--- src/rtl/core/convex_clip_edge_stage_assert.svh ---
// Assertion macros for the convex clip edge stage.
`ifndef CONVEX_CLIP_EDGE_STAGE_ASSERT_SVH
`define CONVEX_CLIP_EDGE_STAGE_ASSERT_SVH

// Same-cycle implication, disabled during reset.
`define CCES_CHK_IMP(lbl, clk, rst_n, ante, cons, msg) \
    lbl: assert property (@(posedge clk) disable iff (!rst_n) (ante) |-> (cons)) \
        else $error(msg);

// Next-cycle implication, disabled during reset.
`define CCES_CHK_NXT(lbl, clk, rst_n, ante, cons, msg) \
    lbl: assert property (@(posedge clk) disable iff (!rst_n) (ante) |=> (cons)) \
        else $error(msg);

`endif

--- src/rtl/core/cces_div.sv ---
// Pipelined restoring divider, one quotient bit per stage.
module cces_div #(
    parameter int NUM_W = 52,
    parameter int DEN_W = 36,
    parameter int QUO_W = 17
) (
    input  logic             i_clk,
    input  logic             i_en,
    input  logic [NUM_W-1:0] i_num,
    input  logic [DEN_W-1:0] i_den,
    output logic [QUO_W-1:0] o_quo
);

    logic [DEN_W-1:0] r_rem [QUO_W];
    logic [DEN_W-1:0] r_den [QUO_W];
    logic [QUO_W-1:0] r_q   [QUO_W];
    logic [QUO_W-1:0] r_lo  [QUO_W];

    logic [DEN_W-1:0] w_rem [QUO_W];
    logic [DEN_W-1:0] w_den [QUO_W];
    logic [QUO_W-1:0] w_q   [QUO_W];
    logic [QUO_W-1:0] w_lo  [QUO_W];
    logic [DEN_W:0]   w_t   [QUO_W];
    logic             w_ge  [QUO_W];

    always_comb begin
        for (int k = 0; k < QUO_W; k++) begin
            if (k == 0) begin
                w_rem[k] = DEN_W'(i_num[NUM_W-1:QUO_W]);
                w_den[k] = i_den;
                w_q[k]   = '0;
                w_lo[k]  = i_num[QUO_W-1:0];
            end else begin
                w_rem[k] = r_rem[k-1];
                w_den[k] = r_den[k-1];
                w_q[k]   = r_q[k-1];
                w_lo[k]  = r_lo[k-1];
            end
            w_t[k]  = {w_rem[k], w_lo[k][QUO_W-1]};
            w_ge[k] = (w_t[k] >= {1'b0, w_den[k]});
        end
    end

    always_ff @(posedge i_clk) begin
        if (i_en) begin
            for (int k = 0; k < QUO_W; k++) begin
                r_rem[k] <= w_ge[k] ? DEN_W'(w_t[k] - {1'b0, w_den[k]}) : w_t[k][DEN_W-1:0];
                r_den[k] <= w_den[k];
                r_q[k]   <= {w_q[k][QUO_W-2:0], w_ge[k]};
                r_lo[k]  <= {w_lo[k][QUO_W-2:0], 1'b0};
            end
        end
    end

    assign o_quo = r_q[QUO_W-1];

endmodule

--- config.mk ---
export PLATFORM = sky130hd
export DESIGN_NAME = cces_div
export DESIGN_NICKNAME = d
export VERILOG_FILES = /design/src/rtl/core/convex_clip_edge_stage_assert.svh /design/src/rtl/core/cces_div.sv
export SDC_FILE = /design/constraint.sdc
export NUM_CORES = 2
export LEC_CHECK = 0
export BUFFER_PORTS_ARGS = -buffer_cell sky130_fd_sc_hd__buf_2
export CAP_MARGIN = 30
export CORE_MARGIN = 1.5
export CORE_UTILIZATION = 40
export DETAILED_ROUTE_END_ITERATION = 16
export PLACE_DENSITY_LB_ADDON = 0.2
export SLEW_MARGIN = 25
export SYNTH_ARGS = -nofsm -noshare
export SYNTH_HDL_FRONTEND = slang
export SYNTH_SLANG_ARGS = --single-unit
--- constraint.sdc ---
create_clock -name i_clk -period 4.45 [get_ports i_clk]
set_input_delay 0 -clock i_clk [delete_from_list [all_inputs] [get_ports i_clk]]
set_output_delay 0 -clock i_clk [all_outputs]
set_load 0.02 [all_outputs]
Yosys cells after proc, flatten, opt, wreduce, memory -nomap -nowiden
Memories as Yosys holds them, arrays and structs flattened.
Cells that the tools add are included.
Word-level totals
  word-level logic and storage cells: 57
  memories: 4
  output and inout bits: 17
  bits in registers: 0
  memory bits (writable): 1785
Memories
  r_den: depth 17, width 36, read ports 16, clocked after memory_dff 0, wr ports 17, RTL line cces_div.sv:15  | logic [DEN_W-1:0] r_den [QUO_W];
  r_rem: depth 17, width 36, read ports 16, clocked after memory_dff 0, wr ports 17, RTL line cces_div.sv:14  | logic [DEN_W-1:0] r_rem [QUO_W];
  r_q: depth 17, width 17, read ports 17, clocked after memory_dff 0, wr ports 17, RTL line cces_div.sv:16  | logic [QUO_W-1:0] r_q [QUO_W];
  r_lo: depth 17, width 16, read ports 16, clocked after memory_dff 0, wr ports 17, RTL line cces_div.sv:17  | logic [QUO_W-1:0] r_lo [QUO_W];
Operators by class
  add/subtract/negate cells: 17
  $lt $le $gt $ge: 17
  muxes and demuxes: 19
Operators with widths (count)
  $mux 36: 17
  $sub 36x36->36: 17
  $ge 37x36->1: 16
  $ge 36x36->1: 1
  $mux 1: 2

Depth between registers and ports, before layout
An unclocked memory read counts as a cell.
  depth after elaboration: 3
  gate-level depth with buffers: 16

Worst setup path before layout
No wires, ideal clock.
  path kind: register -> register
  start: memory r_den[4][1], in the netlist r_den[0][145]
  end: memory r_rem[5][4], in the netlist r_rem[0][184] (data pin)
  cell stages (with the launch flop): 13
  slack: 0.975 ns
  path buffers: 1
  required time: 4.190 ns
  arrival: 3.214 ns
  period minus slack after synthesis: 3.475 ns
  path through: edfxtp_1 inv_1 ha_1 nor2b_1 o31a_1 o31ai_4 nand2_1 a221o_1 or4_1 a31o_2 a41o_1 buf_6 mux2_4
RTL lines (RTL line)
  start, declared: cces_div.sv:15
  end, declared: cces_div.sv:14

==> results.toml <==
[status]
status = "completed"

[sta]
finalWorstSetupSlack_ps = 113.0
relSlewSlack_pct = 31.59
fmax_mhz = 230.6
rsz0062_at_grt = "false"
setup_viol = 0
final_max_slew_viol_count = 0
fin_crit_ps = 4337
tightest_slew_ps = 1017
finalCritPeriodShare_pct = 97.46
worst_clock_skew_ps = 30.34
finalHoldViolCount = 0

[grt]
grt_max_degree = 140
overflow = 0
antenna_found_initial = 2
first_global_vias = 58850
grt_pass1_wl_um = 321700
track_usage_pct = 20.10

[die]
initial_core_util_pct = 40.35
die_width_um = 455.2
core_um2 = 202700
die_h_um = 455.2
pin_count = 107
num_rows = 165
die-area_um2 = 207200

[yosys]
synth_simple_gate_area_share_pct = 9.676
synth_flop_cell = "edfxtp_1"
synthCells = 7440
synth_compound_area_share_pct = 16.30
synthAdderAreaFrac_pct = 9.751
avgSynthCellArea_um2 = 11.00
ys_types = 86
synth_top_family_by_area = "compound AO/OA/AOI/OAI gates"
netlist_area_um2 = 81810
seq_area_frac_synth_pct = 52.89
ys_warn_count = 0
synth-async-reset-ratio_pct = 0
synth_fp_nets = 8158
synth-xor-area-share_pct = 5.053
synth_edf_count = 1441
muxShareOfSynthArea_pct = 1.728
yosys_register_bits = 1441

[finish]
fill_cells = 18430
utilization_pct = 46.46
nets = 8609
area_growth_pct = 15.13
final_common_cell = "edfxtp_1"
ff_latch_area_um2 = 43270
final_cell_mix = "edfxtp_1 (1441), inv_1 (764), ha_1 (612)"
multi_input_area_um2 = 34900
design_area_um2 = 94190
drive_above_1_share_pct = 8.893

[route]
post-route-drc-count = 0
wl_per_cell_um = 19.73
viasPerCell = 5.313
dr.pass1.iters = 7
wl_um = 211100
ant_nets = 0
vias = 56860
drtIter0Drc = 2651

[critical_path]
start_kind = "flop"
cp.arrival_ps = 4850
critical_path_peak_fanout = 24
cp_slowest_cell = "o31ai_1"
critPathBufInv = 4
critPathTopFamily = "compound AO/OA/AOI/OAI gates"
r2r_setup_slack_ps = 110
worstPathRequired_ps = 4960
cp-end-kind = "flop"
critical_path_class = "flop to flop"
worstPathCellList = "inv_1 > ha_1 > nand4_1 > nor2_1 > o31a_1 > o2111ai_1 > buf_4 > a21oi_1 > o22ai_1 > nand4_1 > nand2_2 > buf_12 > buf_4 > o31ai_1"
slowest_delay_ps = 630

[placed_design]
place_ws_ps = 11.06
port-buffer-count = 106
gp_congestion = 0.9769
dpl.hpwl_um = 165000
place_area_um2 = 86700

[pwr]
leakagePower_nw = 38.99
power_density_nw_per_um2 = 721.5
peakVddDrop_mv = 0.5033

[clock_network]
cts_setup_buffers = 0
cts_tree = "built"
h-tree-depth = 4
clk_pin_slew_ps = 60
numCtsBuffers = 169
insertion_delay_ps = 830
cts_root_buf = "clkbuf_16"
clockBufferDepth = 3
clock-sinks = 1441

[run]
drv_cap = 0

[min_path]
min_path_type = "input pin to flop"
[tightest hold or removal path, cell delays in order]
cell and delay, ps:
dlygate4sd3_1 520, buf_2 110, nand2_1 40, o21ai_0 80
[state kept, by name, summed over array words and instances, names as in the netlist]
register	flops
r_den	576
r_rem	576
r_q	153
r_lo	136
[worst paths after layout]
path | start | end | cells past startpoint
worst max-delay path | r_den[0][113]$_DFFE_PP_ | r_rem[0][147]$_DFFE_PP_ | 14
worst min-delay path | i_num[48] | r_rem[0][32]$_DFFE_PP_ | 4
worst max register to register | r_den[0][113]$_DFFE_PP_ | r_rem[0][147]$_DFFE_PP_ | 14
worst min register to register | r_lo[0][87]$_DFFE_PP_ | r_lo[0][104]$_DFFE_PP_ | 0
[power breakdown]
part / total, mW / leakage [nW] / switching (mW) / internal (mW)
logic: 31.9 / 22.2 / 18.3 / 13.6
registers: 22.1 / 14.1 / 2.04 / 20.1
clock network: 13.9 / 2.70 / 5.64 / 8.31
total: 68.0 / 39.0 / 26.0 / 42.0
[cell families after synthesis]
kind of cell,Yosys count
muxes,123
buffers and inverters,970
and+or+nand+nor,1696
DFF,1441
adders and majority gates,628
xor gates and xnor gates,472
AOI/OAI and AO/OA,2110
[per-stage QoR]
stage / hold WS [ps] / TNS (ps) / power (mW) / std cells
6_report: 58.55 / 0 / 67.96 / 10700
3_5_place_dp: 178.1 / 0 / 53.96 / 10210
3_3_place_gp: 177.7 / -239.3 / 53.64 / 10210
4_1_cts: 0.3375 / 0 / 68.44 / 10700
2_1_floorplan: 98.87 / 0 / 43.96 / 7440
5_1_grt: 55.81 / 0 / 72.53 / 10700
[what timing repair did]
| item | 4_1_cts | 5_1_grt |
|---|---|---|
| resized for setup | 1 | 1 |
| setup endpoints to repair | 1 | 6 |
| hold buffers | 187 | 0 |
| endpoints found under the hold margin | 295 | 0 |
[routing by layer]
layer  GRT usage [%]  part of all wire, %  vias to the layer above
li1                -                    -                    28180
met1           17.94                   34                    27040
met2           40.98                   56                     1093
met3           2.403                  2.4                      553
met4           13.81                  7.3                        0
met5               0                    0                        -
[synth_stat cells, drive strengths merged, types with 140 or more instances]
library cell	count	area [um^2]
a21oi	615	3089
xnor2	263	2303
nor2	450	1689
inv	765	2872
nand2	563	2113
xor2	209	1831
a21o	353	2650
o21ai	515	2577
ha	612	7657
clkbuf	159	596.8
edfxtp	1441	43270
nand3	140	700.7
[area by class of cell]
cell class	instances	share of cell area, %
Antenna cell	1	0.002657
Clock buffer	203	4.693
Clock inverter	106	1.255
Inverter	765	3.049
Multi-Input combinational cell	5029	37.05
Sequential cell	1441	45.94
Tap cell	2672	3.549
Timing Repair Buffer	485	4.455
(Power assumes the default switching activity.)
